## src/hdl/bsc_pkg.sv

```systemverilog
// Shared types, codes and the control store for the safety-check sequencer.
// No dependencies; imported by bsc_useq and bsc_datapath.
package bsc_pkg;

   // request kinds (req_tuser)
   localparam logic [1:0] CMD_LOAD_PAIR  = 2'd0;
   localparam logic [1:0] CMD_LOAD_AVAIL = 2'd1;
   localparam logic [1:0] CMD_RUN        = 2'd2;

   // result kinds (rsp_tuser)
   localparam logic [1:0] ST_FIN    = 2'd0;
   localparam logic [1:0] ST_SAFE   = 2'd1;
   localparam logic [1:0] ST_UNSAFE = 2'd2;

   // config register indexes
   localparam logic CSR_PROCESS_COUNT  = 1'b0;
   localparam logic CSR_RES_TYPE_COUNT = 1'b1;

   localparam logic [16:0] AVAIL_MAX = 17'h1FFFF;

   // datapath ops
   localparam logic [3:0] OP_NOP        = 4'd0;
   localparam logic [3:0] OP_INIT       = 4'd1;
   localparam logic [3:0] OP_PASS       = 4'd2;
   localparam logic [3:0] OP_CHK0       = 4'd3;
   localparam logic [3:0] OP_CMP        = 4'd4;
   localparam logic [3:0] OP_R0         = 4'd5;
   localparam logic [3:0] OP_ADD        = 4'd6;
   localparam logic [3:0] OP_EMIT_FIN   = 4'd7;
   localparam logic [3:0] OP_PNEXT      = 4'd8;
   localparam logic [3:0] OP_EMIT_SAFE  = 4'd9;
   localparam logic [3:0] OP_EMIT_UNSAF = 4'd10;

   // branch conditions
   localparam logic [3:0] C_NEVER = 4'd0;
   localparam logic [3:0] C_RUN   = 4'd1;
   localparam logic [3:0] C_NP0   = 4'd2;
   localparam logic [3:0] C_PEND  = 4'd3;
   localparam logic [3:0] C_DONEP = 4'd4;
   localparam logic [3:0] C_REND  = 4'd5;
   localparam logic [3:0] C_FIT   = 4'd6;
   localparam logic [3:0] C_BUSY  = 4'd7;
   localparam logic [3:0] C_LEFT0 = 4'd8;
   localparam logic [3:0] C_PROG  = 4'd9;

   // microprogram steps
   localparam logic [3:0] S_IDLE   = 4'd0;
   localparam logic [3:0] S_RUNI   = 4'd1;
   localparam logic [3:0] S_PASS   = 4'd2;
   localparam logic [3:0] S_PROC   = 4'd3;
   localparam logic [3:0] S_PCHK   = 4'd4;
   localparam logic [3:0] S_CRD    = 4'd5;
   localparam logic [3:0] S_CCMP   = 4'd6;
   localparam logic [3:0] S_CDEC   = 4'd7;
   localparam logic [3:0] S_ARD    = 4'd8;
   localparam logic [3:0] S_AADD   = 4'd9;
   localparam logic [3:0] S_EMIT   = 4'd10;
   localparam logic [3:0] S_NEXTP  = 4'd11;
   localparam logic [3:0] S_ENDP   = 4'd12;
   localparam logic [3:0] S_ENDP2  = 4'd13;
   localparam logic [3:0] S_SAFE   = 4'd14;
   localparam logic [3:0] S_UNSAFE = 4'd15;

   typedef struct packed {
      logic [3:0] op;
      logic [3:0] cond;
      logic [3:0] tgt_t;   // next step when cond holds
      logic [3:0] tgt_f;   // next step otherwise
   } ctl_word_type;

   typedef struct packed {
      logic       accept_en;
      logic [3:0] op;
   } dp_ctl_type;

   typedef struct packed {
      logic run_req;
      logic np_zero;
      logic p_end;
      logic done_p;
      logic r_end;
      logic fit;
      logic out_busy;
      logic left_zero;
      logic progress;
   } dp_flags_type;

   function automatic ctl_word_type ucode_rom(input logic [3:0] upc);
      ctl_word_type w;
      unique case (upc)
         S_IDLE:   w = '{OP_NOP,        C_RUN,   S_RUNI,   S_IDLE};
         S_RUNI:   w = '{OP_INIT,       C_NP0,   S_SAFE,   S_PASS};
         S_PASS:   w = '{OP_PASS,       C_NEVER, S_PASS,   S_PROC};
         S_PROC:   w = '{OP_NOP,        C_PEND,  S_ENDP,   S_PCHK};
         S_PCHK:   w = '{OP_CHK0,       C_DONEP, S_NEXTP,  S_CRD};
         S_CRD:    w = '{OP_NOP,        C_REND,  S_CDEC,   S_CCMP};
         S_CCMP:   w = '{OP_CMP,        C_NEVER, S_CCMP,   S_CRD};
         S_CDEC:   w = '{OP_R0,         C_FIT,   S_ARD,    S_NEXTP};
         S_ARD:    w = '{OP_NOP,        C_REND,  S_EMIT,   S_AADD};
         S_AADD:   w = '{OP_ADD,        C_NEVER, S_AADD,   S_ARD};
         S_EMIT:   w = '{OP_EMIT_FIN,   C_BUSY,  S_EMIT,   S_NEXTP};
         S_NEXTP:  w = '{OP_PNEXT,      C_NEVER, S_NEXTP,  S_PROC};
         S_ENDP:   w = '{OP_NOP,        C_LEFT0, S_SAFE,   S_ENDP2};
         S_ENDP2:  w = '{OP_NOP,        C_PROG,  S_PASS,   S_UNSAFE};
         S_SAFE:   w = '{OP_EMIT_SAFE,  C_BUSY,  S_SAFE,   S_IDLE};
         S_UNSAFE: w = '{OP_EMIT_UNSAF, C_BUSY,  S_UNSAFE, S_IDLE};
      endcase
      return w;
   endfunction

endpackage

```

## src/hdl/bankers_safety_check.sv

```systemverilog
// Top level of the banker's-algorithm safety checker.
// Depends on bsc_pkg, bsc_useq, bsc_datapath (which holds bsc_ram).
//
//  channel  dir  handshake          payload
//  -------  ---  -----------------  ----------------------------------------------
//  req_*    in   tvalid / tready    tuser: cmd; tdata: proc, res, alloc, max, avail
//  rsp_*    out  tvalid / tready    tuser: status; tdata: proc, avail_0..7; tlast
//  csr_*    in   we (no stall)      index 0 process_count, 1 resource_type_count
//
// Load requests are accepted back to back while idle. A run request holds req_tready
// low until its final result is registered. After an init step, each pass skips
// finished processes, compares each need with the available count (a RAM read step,
// then a compare step per entry) and, if all fit, adds the allocations back (read and
// add steps per entry) and emits a finish result. With none left the run ends safe,
// else a pass that made progress repeats, else it ends unsafe. A stalled rsp_tready
// freezes the sequencer at its result step. Synchronous reset clears the process count,
// sets resource type count to 1 and clears available counts and flags; RAM is not cleared.
module bankers_safety_check #(
   parameter int MAX_PROCS = 16,
   parameter int MAX_RES   = 8
) (
   input  logic         clock,
   input  logic         reset,
   // request channel
   input  logic         req_tvalid,
   output logic         req_tready,
   input  logic [47:0]  req_tdata,   // proc_index[3:0], res_index[6:4], alloc_value[18:7],
                                     // max_value[30:19], avail_value[42:31], zero fill
   input  logic [1:0]   req_tuser,   // cmd[1:0]
   // result channel
   output logic         rsp_tvalid,
   input  logic         rsp_tready,
   output logic [143:0] rsp_tdata,   // finished_proc[3:0], avail_0[20:4], avail_1[37:21],
                                     // avail_2[54:38], avail_3[71:55], avail_4[88:72],
                                     // avail_5[105:89], avail_6[122:106],
                                     // avail_7[139:123], zero fill
   output logic [1:0]   rsp_tuser,   // status[1:0]
   output logic         rsp_tlast,
   // config write port
   input  logic         csr_we,
   input  logic         csr_index,
   input  logic [4:0]   csr_wdata
);
   import bsc_pkg::*;

   dp_ctl_type   ctl;
   dp_flags_type flags;

   // sequencer: step counter and control store
   bsc_useq u_useq (
      .clock      (clock),
      .reset      (reset),
      .flags      (flags),
      .ctl        (ctl),
      .req_tready (req_tready)
   );

   // datapath: stores, counters, comparator, saturating adder, result register
   bsc_datapath #(
      .MAX_PROCS (MAX_PROCS),
      .MAX_RES   (MAX_RES)
   ) u_dp (
      .clock      (clock),
      .reset      (reset),
      .ctl        (ctl),
      .flags      (flags),
      .req_tvalid (req_tvalid),
      .req_tdata  (req_tdata),
      .req_tuser  (req_tuser),
      .csr_we     (csr_we),
      .csr_index  (csr_index),
      .csr_wdata  (csr_wdata),
      .rsp_tvalid (rsp_tvalid),
      .rsp_tready (rsp_tready),
      .rsp_tdata  (rsp_tdata),
      .rsp_tuser  (rsp_tuser),
      .rsp_tlast  (rsp_tlast)
   );

endmodule

```

## src/hdl/bsc_ram.sv

```systemverilog
// Generic single-port-write, single-port-read RAM with registered read data.
// No dependencies.
module bsc_ram #(
   parameter int WIDTH = 24,
   parameter int DEPTH = 128
) (
   input  logic                     clock,
   input  logic                     we,
   input  logic [$clog2(DEPTH)-1:0] waddr,
   input  logic [WIDTH-1:0]         wdata,
   input  logic [$clog2(DEPTH)-1:0] raddr,
   output logic [WIDTH-1:0]         rdata
);

   logic [WIDTH-1:0] mem_ff [DEPTH];
   logic [WIDTH-1:0] rdata_ff;

   always_ff @(posedge clock) begin
      if (we) begin
         mem_ff[waddr] <= wdata;
      end
      rdata_ff <= mem_ff[raddr];
   end

   assign rdata = rdata_ff;

endmodule

```

## src/hdl/bsc_useq.sv

```systemverilog
// Microcode sequencer: step counter, control store lookup, two-way branch.
// Depends on bsc_pkg.
module bsc_useq (
   input  logic                  clock,
   input  logic                  reset,
   input  bsc_pkg::dp_flags_type flags,
   output bsc_pkg::dp_ctl_type   ctl,
   output logic                  req_tready
);
   import bsc_pkg::*;

   logic [3:0]   upc_ff;
   logic [3:0]   upc_in;
   ctl_word_type word;
   logic         cond_true;
   logic         stall;

   always_comb begin
      word = ucode_rom(upc_ff);
      case (word.cond)
         C_RUN:   cond_true = flags.run_req;
         C_NP0:   cond_true = flags.np_zero;
         C_PEND:  cond_true = flags.p_end;
         C_DONEP: cond_true = flags.done_p;
         C_REND:  cond_true = flags.r_end;
         C_FIT:   cond_true = flags.fit;
         C_BUSY:  cond_true = flags.out_busy;
         C_LEFT0: cond_true = flags.left_zero;
         C_PROG:  cond_true = flags.progress;
         default: cond_true = 1'b0;
      endcase
      // a busy output holds the step and suppresses its op
      stall  = (word.cond == C_BUSY) && cond_true;
      upc_in = cond_true ? word.tgt_t : word.tgt_f;
   end

   always_ff @(posedge clock) begin
      if (reset) begin
         upc_ff <= S_IDLE;
      end else begin
         upc_ff <= upc_in;
      end
   end

   assign ctl.accept_en = (upc_ff == S_IDLE);
   assign ctl.op        = stall ? OP_NOP : word.op;
   assign req_tready    = (upc_ff == S_IDLE);

endmodule

```

## src/hdl/bsc_datapath.sv

```systemverilog
// Datapath: config regs, alloc/max RAM, available vector, counters, result reg.
// Depends on bsc_pkg and bsc_ram.
module bsc_datapath #(
   parameter int MAX_PROCS = 16,
   parameter int MAX_RES   = 8
) (
   input  logic                  clock,
   input  logic                  reset,
   input  bsc_pkg::dp_ctl_type   ctl,
   output bsc_pkg::dp_flags_type flags,
   input  logic                  req_tvalid,
   input  logic [47:0]           req_tdata,
   input  logic [1:0]            req_tuser,
   input  logic                  csr_we,
   input  logic                  csr_index,
   input  logic [4:0]            csr_wdata,
   output logic                  rsp_tvalid,
   input  logic                  rsp_tready,
   output logic [143:0]          rsp_tdata,
   output logic [1:0]            rsp_tuser,
   output logic                  rsp_tlast
);
   import bsc_pkg::*;

   localparam int PW    = (MAX_PROCS > 1) ? $clog2(MAX_PROCS) : 1;
   localparam int RW    = (MAX_RES > 1) ? $clog2(MAX_RES) : 1;
   localparam int PCW   = $clog2(MAX_PROCS + 1);
   localparam int RCW   = $clog2(MAX_RES + 1);
   localparam int DEPTH = 1 << (PW + RW);

   // request fields
   logic [1:0]  f_cmd;
   logic [3:0]  f_proc;
   logic [2:0]  f_res;
   logic [11:0] f_alloc;
   logic [11:0] f_max;
   logic [11:0] f_avail;

   assign f_cmd   = req_tuser;
   assign f_proc  = req_tdata[3:0];
   assign f_res   = req_tdata[6:4];
   assign f_alloc = req_tdata[18:7];
   assign f_max   = req_tdata[30:19];
   assign f_avail = req_tdata[42:31];

   logic [4:0]           pcount_ff, pcount_in;
   logic [3:0]           rcount_ff, rcount_in;
   logic [PCW-1:0]       p_ff, p_in;
   logic [RCW-1:0]       r_ff, r_in;
   logic [PCW-1:0]       left_ff, left_in;
   logic                 fit_ff, fit_in;
   logic                 prog_ff, prog_in;
   logic [MAX_PROCS-1:0] done_ff, done_in;
   logic [16:0]          avail_ff [MAX_RES];
   logic [16:0]          avail_in [MAX_RES];
   logic                 rsp_valid_ff, rsp_valid_in;
   logic [1:0]           rsp_status_ff, rsp_status_in;
   logic [3:0]           rsp_proc_ff, rsp_proc_in;
   logic [7:0][16:0]     rsp_avail_ff, rsp_avail_in;
   logic                 rsp_last_ff, rsp_last_in;

   logic [PCW-1:0]       nproc;
   logic [RCW-1:0]       nres;
   logic [PW-1:0]        p_idx;
   logic [RW-1:0]        r_idx;
   logic [PW-1:0]        ld_p;
   logic [RW-1:0]        ld_r;
   logic                 p_ok;
   logic                 r_ok;
   logic                 load_go;
   logic                 ram_we;
   logic [23:0]          ram_rd;
   logic [11:0]          rd_alloc;
   logic [11:0]          rd_max;
   logic [16:0]          avail_cur;
   logic                 blocks;
   logic [17:0]          sum;
   logic [16:0]          sum_sat;
   logic                 out_busy;
   logic [7:0][16:0]     snap;

   // clamp oversized counts
   always_comb begin
      if (32'(pcount_ff) > MAX_PROCS) begin
         nproc = PCW'(MAX_PROCS);
      end else begin
         nproc = PCW'(pcount_ff);
      end
      if (32'(rcount_ff) > MAX_RES) begin
         nres = RCW'(MAX_RES);
      end else begin
         nres = RCW'(rcount_ff);
      end
   end

   assign p_idx   = p_ff[PW-1:0];
   assign r_idx   = r_ff[RW-1:0];
   assign ld_p    = PW'(f_proc);
   assign ld_r    = RW'(f_res);
   assign p_ok    = (32'(f_proc) < MAX_PROCS);
   assign r_ok    = (32'(f_res) < MAX_RES);
   assign load_go = ctl.accept_en && req_tvalid;
   assign ram_we  = load_go && (f_cmd == CMD_LOAD_PAIR) && p_ok && r_ok;

   // {max, alloc} per (process, resource)
   bsc_ram #(
      .WIDTH (24),
      .DEPTH (DEPTH)
   ) u_store (
      .clock (clock),
      .we    (ram_we),
      .waddr ({ld_p, ld_r}),
      .wdata ({f_max, f_alloc}),
      .raddr ({p_idx, r_idx}),
      .rdata (ram_rd)
   );

   assign rd_alloc  = ram_rd[11:0];
   assign rd_max    = ram_rd[23:12];
   assign avail_cur = avail_ff[r_idx];
   assign blocks    = (rd_max > rd_alloc) && ({5'b0, rd_max - rd_alloc} > avail_cur);
   assign sum       = {1'b0, avail_cur} + {6'b0, rd_alloc};
   assign sum_sat   = sum[17] ? AVAIL_MAX : sum[16:0];
   assign out_busy  = rsp_valid_ff && !rsp_tready;

   for (genvar j = 0; j < 8; j++) begin : g_snap
      if (j < MAX_RES) begin : g_used
         assign snap[j] = avail_ff[j];
      end else begin : g_zero
         assign snap[j] = '0;
      end
   end

   always_comb begin
      pcount_in     = pcount_ff;
      rcount_in     = rcount_ff;
      p_in          = p_ff;
      r_in          = r_ff;
      left_in       = left_ff;
      fit_in        = fit_ff;
      prog_in       = prog_ff;
      done_in       = done_ff;
      avail_in      = avail_ff;
      rsp_valid_in  = out_busy;
      rsp_status_in = rsp_status_ff;
      rsp_proc_in   = rsp_proc_ff;
      rsp_avail_in  = rsp_avail_ff;
      rsp_last_in   = rsp_last_ff;

      if (csr_we) begin
         unique case (csr_index)
            CSR_PROCESS_COUNT:  pcount_in = csr_wdata;
            CSR_RES_TYPE_COUNT: rcount_in = csr_wdata[3:0];
         endcase
      end

      if (load_go && (f_cmd == CMD_LOAD_AVAIL) && r_ok) begin
         avail_in[ld_r] = {5'b0, f_avail};
      end

      case (ctl.op)
         OP_INIT: begin
            done_in = '0;
            left_in = nproc;
         end
         OP_PASS: begin
            p_in    = '0;
            prog_in = 1'b0;
         end
         OP_CHK0: begin
            r_in   = '0;
            fit_in = 1'b1;
         end
         OP_CMP: begin
            if (blocks) begin
               fit_in = 1'b0;
            end
            r_in = r_ff + 1'b1;
         end
         OP_R0: begin
            r_in = '0;
         end
         OP_ADD: begin
            avail_in[r_idx] = sum_sat;
            r_in            = r_ff + 1'b1;
         end
         OP_EMIT_FIN: begin
            done_in[p_idx] = 1'b1;
            prog_in        = 1'b1;
            left_in        = left_ff - 1'b1;
            rsp_valid_in   = 1'b1;
            rsp_status_in  = ST_FIN;
            rsp_proc_in    = 4'(p_ff);
            rsp_avail_in   = snap;
            rsp_last_in    = 1'b0;
         end
         OP_PNEXT: begin
            p_in = p_ff + 1'b1;
         end
         OP_EMIT_SAFE: begin
            rsp_valid_in  = 1'b1;
            rsp_status_in = ST_SAFE;
            rsp_proc_in   = '0;
            rsp_avail_in  = snap;
            rsp_last_in   = 1'b1;
         end
         OP_EMIT_UNSAF: begin
            rsp_valid_in  = 1'b1;
            rsp_status_in = ST_UNSAFE;
            rsp_proc_in   = '0;
            rsp_avail_in  = snap;
            rsp_last_in   = 1'b1;
         end
         default: begin
         end
      endcase
   end

   always_ff @(posedge clock) begin
      if (reset) begin
         pcount_ff    <= '0;
         rcount_ff    <= 4'd1;
         p_ff         <= '0;
         r_ff         <= '0;
         left_ff      <= '0;
         fit_ff       <= 1'b0;
         prog_ff      <= 1'b0;
         done_ff      <= '0;
         for (int i = 0; i < MAX_RES; i++) begin
            avail_ff[i] <= '0;
         end
         rsp_valid_ff <= 1'b0;
      end else begin
         pcount_ff    <= pcount_in;
         rcount_ff    <= rcount_in;
         p_ff         <= p_in;
         r_ff         <= r_in;
         left_ff      <= left_in;
         fit_ff       <= fit_in;
         prog_ff      <= prog_in;
         done_ff      <= done_in;
         avail_ff     <= avail_in;
         rsp_valid_ff <= rsp_valid_in;
      end
      rsp_status_ff <= rsp_status_in;
      rsp_proc_ff   <= rsp_proc_in;
      rsp_avail_ff  <= rsp_avail_in;
      rsp_last_ff   <= rsp_last_in;
   end

   assign flags.run_req   = req_tvalid && (f_cmd == CMD_RUN);
   assign flags.np_zero   = (nproc == '0);
   assign flags.p_end     = (p_ff == nproc);
   assign flags.done_p    = done_ff[p_idx];
   assign flags.r_end     = (r_ff == nres);
   assign flags.fit       = fit_ff;
   assign flags.out_busy  = out_busy;
   assign flags.left_zero = (left_ff == '0);
   assign flags.progress  = prog_ff;

   assign rsp_tvalid = rsp_valid_ff;
   assign rsp_tuser  = rsp_status_ff;
   assign rsp_tdata  = {4'b0, rsp_avail_ff, rsp_proc_ff};
   assign rsp_tlast  = rsp_last_ff;

`ifndef SYNTHESIS
   a_fin_undone: assert property (@(posedge clock) disable iff (reset)
      (ctl.op == OP_EMIT_FIN) |-> (!done_ff[p_idx] && (p_ff < nproc) && (left_ff != '0)))
      else $error("finish reported for a finished or absent process");
   a_emit_free: assert property (@(posedge clock) disable iff (reset)
      ((ctl.op == OP_EMIT_FIN) || (ctl.op == OP_EMIT_SAFE) || (ctl.op == OP_EMIT_UNSAF))
      |-> !out_busy)
      else $error("result overwritten while held");
   a_last_kind: assert property (@(posedge clock) disable iff (reset)
      rsp_valid_ff |-> (rsp_last_ff == (rsp_status_ff != ST_FIN)))
      else $error("last flag does not match result kind");
   a_one_emit: assert property (@(posedge clock) disable iff (reset)
      (ctl.op == OP_EMIT_FIN) |=> (ctl.op != OP_EMIT_FIN))
      else $error("two finish results back to back");
`endif

endmodule
```

## config.mk

```make
export PLATFORM = sky130hd
export DESIGN_NAME = bankers_safety_check
export DESIGN_NICKNAME = d
export VERILOG_FILES = /design/src/hdl/bsc_pkg.sv /design/src/hdl/bankers_safety_check.sv /design/src/hdl/bsc_ram.sv /design/src/hdl/bsc_useq.sv /design/src/hdl/bsc_datapath.sv
export SDC_FILE = /design/constraint.sdc
export NUM_CORES = 2
export LEC_CHECK = 0
export ABC_AREA = 1
export BUFFER_PORTS_ARGS = -buffer_cell sky130_fd_sc_hd__buf_2
export CORE_MARGIN = 2
export CORE_UTILIZATION = 25
export CTS_BUF_LIST = sky130_fd_sc_hd__clkbuf_2
export CTS_CLUSTER_DIAMETER = 150
export CTS_CLUSTER_SIZE = 20
export DETAILED_ROUTE_END_ITERATION = 12
export SLEW_MARGIN = 20
export SYNTH_ARGS = -nofsm -noshare
export SYNTH_HDL_FRONTEND = slang
export SYNTH_SLANG_ARGS = --single-unit
```

## constraint.sdc

```tcl
create_clock -name clock -period 4.29 [get_ports clock]
set_clock_uncertainty 0.1 [all_clocks]
set_input_delay 0.858 -clock clock [delete_from_list [all_inputs] [get_ports clock]]
set_output_delay 0.858 -clock clock [all_outputs]
set_load 0.005 [all_outputs]
```

; ---- Yosys cells after proc, flatten, opt, wreduce, memory -nomap -nowiden
; Memory sizes are Yosys's and may differ from the RTL's. A register that Yosys moved wholly into a read port is not among the register bits.
; Index checks and enable logic that the tools add are counted.
[classes]
addsub = 5
magnitude_cmp = 10
n_eq_ne = 24
muxes = 35
bitwise_logic = 4
reduce_logical = 29
[op_table]
columns = op, n
row1 = 136-bit bitwise mux, 2
row2 = 136-bit two-way mux, 2
row3 = 17-bit demux with 3-bit select, 2
row4 = 17-bit two-way mux, 5
row5 = 17-bit binary-select mux with 3-bit select, 1
row6 = 4-bit by 3-bit == test with 1-bit output (second input constant), 8
row7 = 16-bit one-hot mux with 2 select lines, 1
row8 = 4-bit == test (second input constant), 5
row9 = 5-bit one-hot mux with 2 select lines, 2
row10 = 17-bit by 12-bit adder with 18-bit output, 1
row11 = 12-bit by 17-bit greater-than comparator with 1-bit output, 1
row12 = 4-bit by 2-bit == test with 1-bit output (second input constant), 4
row13 = 4-bit two-way mux, 4
row14 = 16-bit OR, 1
row15 = 4-bit one-hot mux with 2 select lines, 2
row16 = 12-bit greater-than comparator, 1
row17 = 2-bit nonzero test, 6
row18 = 12-bit subtractor, 1
row19 = 1-bit logical AND, 10
row20 = 5-bit logical NOT, 2
row21 = 1-bit one-hot mux with 9 select lines, 1
row22 = 4-bit by 1-bit == test with 1-bit output (second input constant), 2
row23 = 4-bit >= comparator (second input constant), 2
row24 = 4-bit by 1-bit < comparator with 1-bit output (second input constant), 2
row25 = 27 further kinds, 39
[totals]
register_bits = 325
ram_bits = 3072
rom_bits = 256
output_inout_bits = 149
n_memories = 2
[mem_list]
columns = memory, words, word_bits, read_ports, rd_clocked_by_memory_dff, wr, line_no
row1 = u_dp.u_store.mem_ff, 128, 24, 1, 1, 1, bsc_ram.sv:15  ; logic [WIDTH-1:0] mem_ff [DEPTH];
row2 = (name not given), 16, 16, 1, 1, 0, bsc_pkg.sv:90  ; unique case (upc)

; ---- Depth between registers and ports, before layout
[logic_depth]
word_depth = 9
mapped_depth = 27
mapped_depth_nobuf = 22

; ---- By module
; From an unflattened synthesis, not the netlist that was laid out.
[hier_totals]
cells_unflattened = 12233
hier_area_um2 = 141057.8
[modules_own_cells]
columns = mod, instances, cells_each, area_per_inst_um2, seq_area_each_um2
row1 = bsc_ram, 1, 10092, 124049.0, 92728.9
row2 = bsc_datapath, 1, 1971, 15852.7, 7857.5
row3 = bsc_useq, 1, 170, 1156.1, 400.4

; ---- Worst setup path after synthesis
; Ideal clock, no wire load.
[synth_path]
path_type = input to register
startpoint = input rsp_tready
endpoint = register u_dp.rsp_proc_ff[0], enable pin
setup_time_ns = 0.442
arrival_ns = 3.434
t_required_ns = 3.748
setup_slack_ns = 0.313
cell_stages = 7
cell_sequence = nor2_1 > a31oi_1 > inv_1 > nor2_1 > inv_1 > a21oi_1 > or2_2
[synth_between]
elab_chain_cells = 8
elab_cells_between_ends = 10
cone_classes = 3 x eq/ne / 2 x mux / 5 x reduce/logical
[synth_lines]
columns = item, line_no
row1 = from (decl), bankers_safety_check.sv:32  ; input logic rsp_tready,
row2 = 1-bit logical NOT *, bsc_datapath.sv:124  ; assign out_busy = rsp_valid_ff && !rsp_tready;
row3 = 1-bit logical AND *, bsc_datapath.sv:124
row4 = 1-bit one-hot mux with 9 select lines *, bsc_useq.sv:20  ; case (word.cond)
row5 = 1-bit logical AND *, bsc_useq.sv:33  ; stall = (word.cond == C_BUSY) && cond_true;
row6 = 4-bit two-way mux *, bsc_useq.sv:46  ; assign ctl.op = stall ? OP_NOP : word.op;
row7 = 4-bit == test, bsc_datapath.sv:161  ; case (ctl.op)
row8 = 2-bit OR reduction (no line), n/a
row9 = 2-bit nonzero test (no line) *, n/a
row10 = to (signal assigned), bsc_datapath.sv:246  ; rsp_proc_ff <= rsp_proc_in;
row11 = to (decl), bsc_datapath.sv:58  ; logic [3:0] rsp_proc_ff, rsp_proc_in;
; Mark *: on every way between the ends. The rest lies on a longest branch, timed or not.
; A chain may end at the register's enable or synchronous reset.

; ---- Final worst setup path
[layout_path]
startpoint = input req_tuser[1]
endpoint = register u_dp.avail_ff[58] (netlist name)
[layout_between]
elab_chain_cells = 7
elab_cells_between_ends = 11
cone_classes = 3 x eq/ne / 5 x mux / 3 x reduce/logical
[layout_lines]
columns = item, line_no
row1 = from (decl), bankers_safety_check.sv:29  ; input logic [1:0] req_tuser,
row2 = 2-bit == test, bsc_datapath.sv:251  ; assign flags.run_req = req_tvalid && (f_cmd == CMD_RUN);
row3 = 1-bit logical AND, bsc_datapath.sv:251
row4 = 1-bit one-hot mux with 9 select lines, bsc_useq.sv:20
row5 = 1-bit logical AND, bsc_useq.sv:33
row6 = 4-bit two-way mux, bsc_useq.sv:46
row7 = 4-bit by 3-bit == test with 1-bit output, bsc_datapath.sv:161
row8 = 136-bit two-way mux *, bsc_datapath.sv:161
row9 = to (signal assigned), bsc_datapath.sv:242  ; avail_ff <= avail_in;
row10 = to (decl), bsc_datapath.sv:54  ; logic [16:0] avail_ff [MAX_RES];
; Marks and branches as above.

==> results.py <==
metrics = {
    "outcome": {
        "status": "finished, violations left",
        "violations": "negative setup slack",
    },
    "clock_tree": {
        "clk_path_buf_depth": 4,
        "cts_buffers": 195,
        "cts_max_level": 4,
        "cts_sinks": 3437,
        "worstSkewPairLatency_ns": 2.10,
        "clockRootBuffer": "clkbuf_2",
        "clk_pin_slew_worst_paths_ns": 0.42,
        "cts_tree": "done",
    },
    "timing": {
        "min_period_over_period_pct": 100.3,
        "finalSetupViolations": 1,
        "finalHoldViolCount": 0,
        "max-slew-margin-rel_pct": 19.26,
        "max_freq_mhz": 232.5,
        "hold_slack_ns": 0.2969,
        "setup_ws_ns": -0.01184,
        "period_needed_ns": 4.302,
        "rsz0062_at_grt": "no",
        "maxSlewViolCount": 0,
        "worst_pin_slew_ns": 1.211,
    },
    "grt": {
        "grt_start_max_net_pins": 102,
        "grt_pass1_wl_um": 575000,
        "grt_use_total_pct": 14.50,
        "antenna_found_initial": 41,
        "grt-ovfl-total": 0,
        "grt_pass1_vias": 76720,
    },
    "power_and_ir_drop": {
        "internal_power_mw": 41.44,
        "pwr-share-comb_pct": 16.4,
        "switching_share_pct": 28.87,
        "leakagePower_nw": 49.26,
        "p_per_area_nw_per_um2": 394.8,
        "peakVddDrop_v": 0.0002975,
        "switching_power_mw": 16.82,
        "p_seq_share_pct": 63.8,
        "clockPowerShare_pct": 19.8,
    },
    "setup_path": {
        "path_class": "primary input to register",
        "r2r_end": "u_dp.avail_ff[76]",
        "r2r_cells": 20,
        "path_max_fanout": 10,
        "start_kind": "primary input",
        "worstPathRequired_ns": 6.17,
        "cp-startpoint": "req_tuser[1]",
        "reg2reg_slack_ns": 0.22,
        "worstPathArrival_ns": 6.18,
        "crit_path_end_kind": "register",
        "r2r-start": "u_dp.r_ff[0]",
    },
    "placed_design": {
        "portBuffers": 200,
        "post-place-cells": 17120,
        "dpl.hpwl_um": 232600,
        "place_ws_ns": 0.09614,
        "place_congestion": 0.8975,
    },
    "detailed_routing": {
        "route.detailed.drc": 0,
        "ant_nets": 0,
        "vias_per_cell": 4.764,
        "drt_first_pass_iters": 6,
        "wirelength_um": 407100,
        "wl_per_cell_um": 23.17,
        "dr_total_vias": 83700,
        "drtIter0Drc": 11430,
    },
    "min_path": {
        "hp-class": "primary input to register",
        "whs_endpoint": "u_dp.p_ff[0]",
        "hp-start": "reset",
        "min_delay_path_depth": 5,
    },
    "yosys": {
        "yosysWarningCount": 0,
        "synth-edff-count": 3215,
        "ys_seq_elements": 3437,
        "synth.area.top_cells": "edfxtp_1 73%, nand2_1 8.1%, dfxtp_1 3.4%",
        "synthCells": 10070,
        "syn-cell-area_um2": 132300,
        "synth_cell_types": 56,
        "synth_area_per_cell_um2": 13.14,
        "synth_seq_area_share_pct": 76.34,
        "synth_common_cells": "3215 x edfxtp_1, 2850 x nand2_1, 487 x nand3_1",
        "yosysTopAreaCell": "edfxtp_1",
        "ys.flop_type": "edfxtp_1",
        "postSynth.asyncResetShare_pct": 0,
        "yosysTopAreaCellShare_pct": 72.98,
        "synth.most_common_cell": "edfxtp_1",
    },
    "floorplan": {
        "placementRows": 267,
        "die_h_um": 731.4,
        "coreArea_um2": 527800,
        "die-area_um2": 535000,
        "io_pins": 210,
        "die_x_um": 731.4,
        "initial_core_util_pct": 25.06,
    },
    "flow_run": {
        "max_cap_violations": 0,
    },
    "final_layout": {
        "final_cells": 17570,
        "drive_gt1_share_pct": 10.11,
        "area_delta_synth_final_pct": 11.54,
        "fin_nets": 10600,
    },
}
==> area by class of cell <==
type	instances	area, um^2
Antenna cell	18	45.04
Clock buffer	256	1281
Clock inverter	14	209.0
Fill cell	53550	380300
Inverter	505	1968
Multi-Input combinational cell	5630	27560
Sequential cell	3437	101000
Tap cell	6994	8751
Timing Repair Buffer	717	6731
==> worst max-delay path, stage by stage <==
cell	delay, ns
dlygate4sd3_1	0.54
buf_2	0.15
dlygate4sd3_1	0.58
inv_1	0.16
nand3_1	0.09
dlygate4sd3_1	0.60
nor2_4	0.38
dlygate4sd3_1	1.01
buf_4	0.28
nand3_1	0.09
dlygate4sd3_1	0.59
nand3_1	0.10
dlygate4sd3_1	0.58
nand3_1	0.08
inv_1	0.07
==> flip-flops by register name, summed over array words and instances (netlist names), 5 cells and up <==
signal               count
u_useq.word             16
u_dp.rsp_tdata         136
u_dp.done_ff            16
u_dp.left_ff             5
u_dp.avail_ff          136
u_dp.p_ff                5
u_dp.u_store.rdata      24
u_dp.u_store.mem_ff   3072
u_dp.pcount_ff           5
==> layout by cell type, fill, tap and decap left out, types with 11 or more instances in the layout <==
master            n
a22o_1          142
clkbuf_2        256
and3_1           14
nand4_1         352
o21ai_0         212
buf_16           18
buf_2           175
nor3_1           19
a22oi_1         318
o2111ai_1        48
inv_1           464
dfxtp_1         218
nor2_2          134
nand3_1         484
nand3b_1         13
a31oi_1          52
buf_4           297
a21oi_1         353
inv_2            25
a211oi_1         28
o21ai_1         129
xnor2_1          12
a221oi_1         26
dlygate4sd3_1   139
o22ai_1          11
xor2_1           11
nor2_1          286
buf_12           85
ha_1             45
nand2_1        2847
diode_2          18
edfxtp_1       3215
==> power groups by stage <==
| stage | Sequential (mW) | Combinational [mW] | Clock [mW] |
|---|---|---|---|
| floorplan | 37.7 | 5.15 | 0 |
| global placement | 37.8 | 9.08 | 0 |
| detailed placement | 37.8 | 9.19 | 0 |
| CTS | 37.1 | 9.48 | 11.7 |
| global route | 37.2 | 10.3 | 12.7 |
| finish | 37.2 | 9.55 | 11.5 |
==> layer usage <==
layer	vias up	track usage [%]	share of wire, %
li1	36910	-	-
met1	41850	20.40	41
met2	4376	22.94	45
met3	545	2.792	11
met4	22	3.706	2.8
met5	-	0	0.036
==> through the flow <==
step	total power, mW	setup TNS (ns)	instance area (um^2)	utilization [%]
after floorplan	42.81	0	132300	-
after global placement	46.91	0	143800	27.25
after detailed placement	47.02	0	143800	27.25
after CTS	58.33	0	147400	27.92
after global routing	60.26	0	147500	27.95
final	58.26	-0.01184	147600	27.95
==> worst max path at each step <==
stage,to,cells past startpoint
6_report,u_dp.avail_ff[58],15
5_1_grt,u_dp.avail_ff[76],20
4_1_cts,u_dp.avail_ff[76],20
3_5_place_dp,u_dp.avail_ff[96],19
3_3_place_gp,u_dp.avail_ff[45],19
2_1_floorplan,u_dp.rsp_proc_ff[0],7
==> timing repair <==
| action | in CTS | in global routing |
|---|---|---|
| resized for setup | 2 | 21 |
| endpoints found under the setup margin | 26 | 124 |
| hold buffers | 165 | 0 |
| endpoints found under the hold margin | 6256 | 0 |
| buffers inserted | 0 | 2 |
| pin swaps | 0 | 2 |
==> kinds of logic (layout without fill, tap and decap cells) <==
logic type	count (synthesis)	in the layout	synth area share, %
multiplexers	5	5	0.03784
other	1	22	0.002835
buffers and inverters	1005	1492	3.189
AND/OR/NAND/NOR	4199	4199	13.27
AO/OA/AOI/OAI	1348	1348	6.508
XOR/XNOR	23	23	0.1523
adder cells (fa/ha/maj)	51	51	0.4937
flip-flops	3437	3437	76.34
Power figures use the tool's default switching activity.
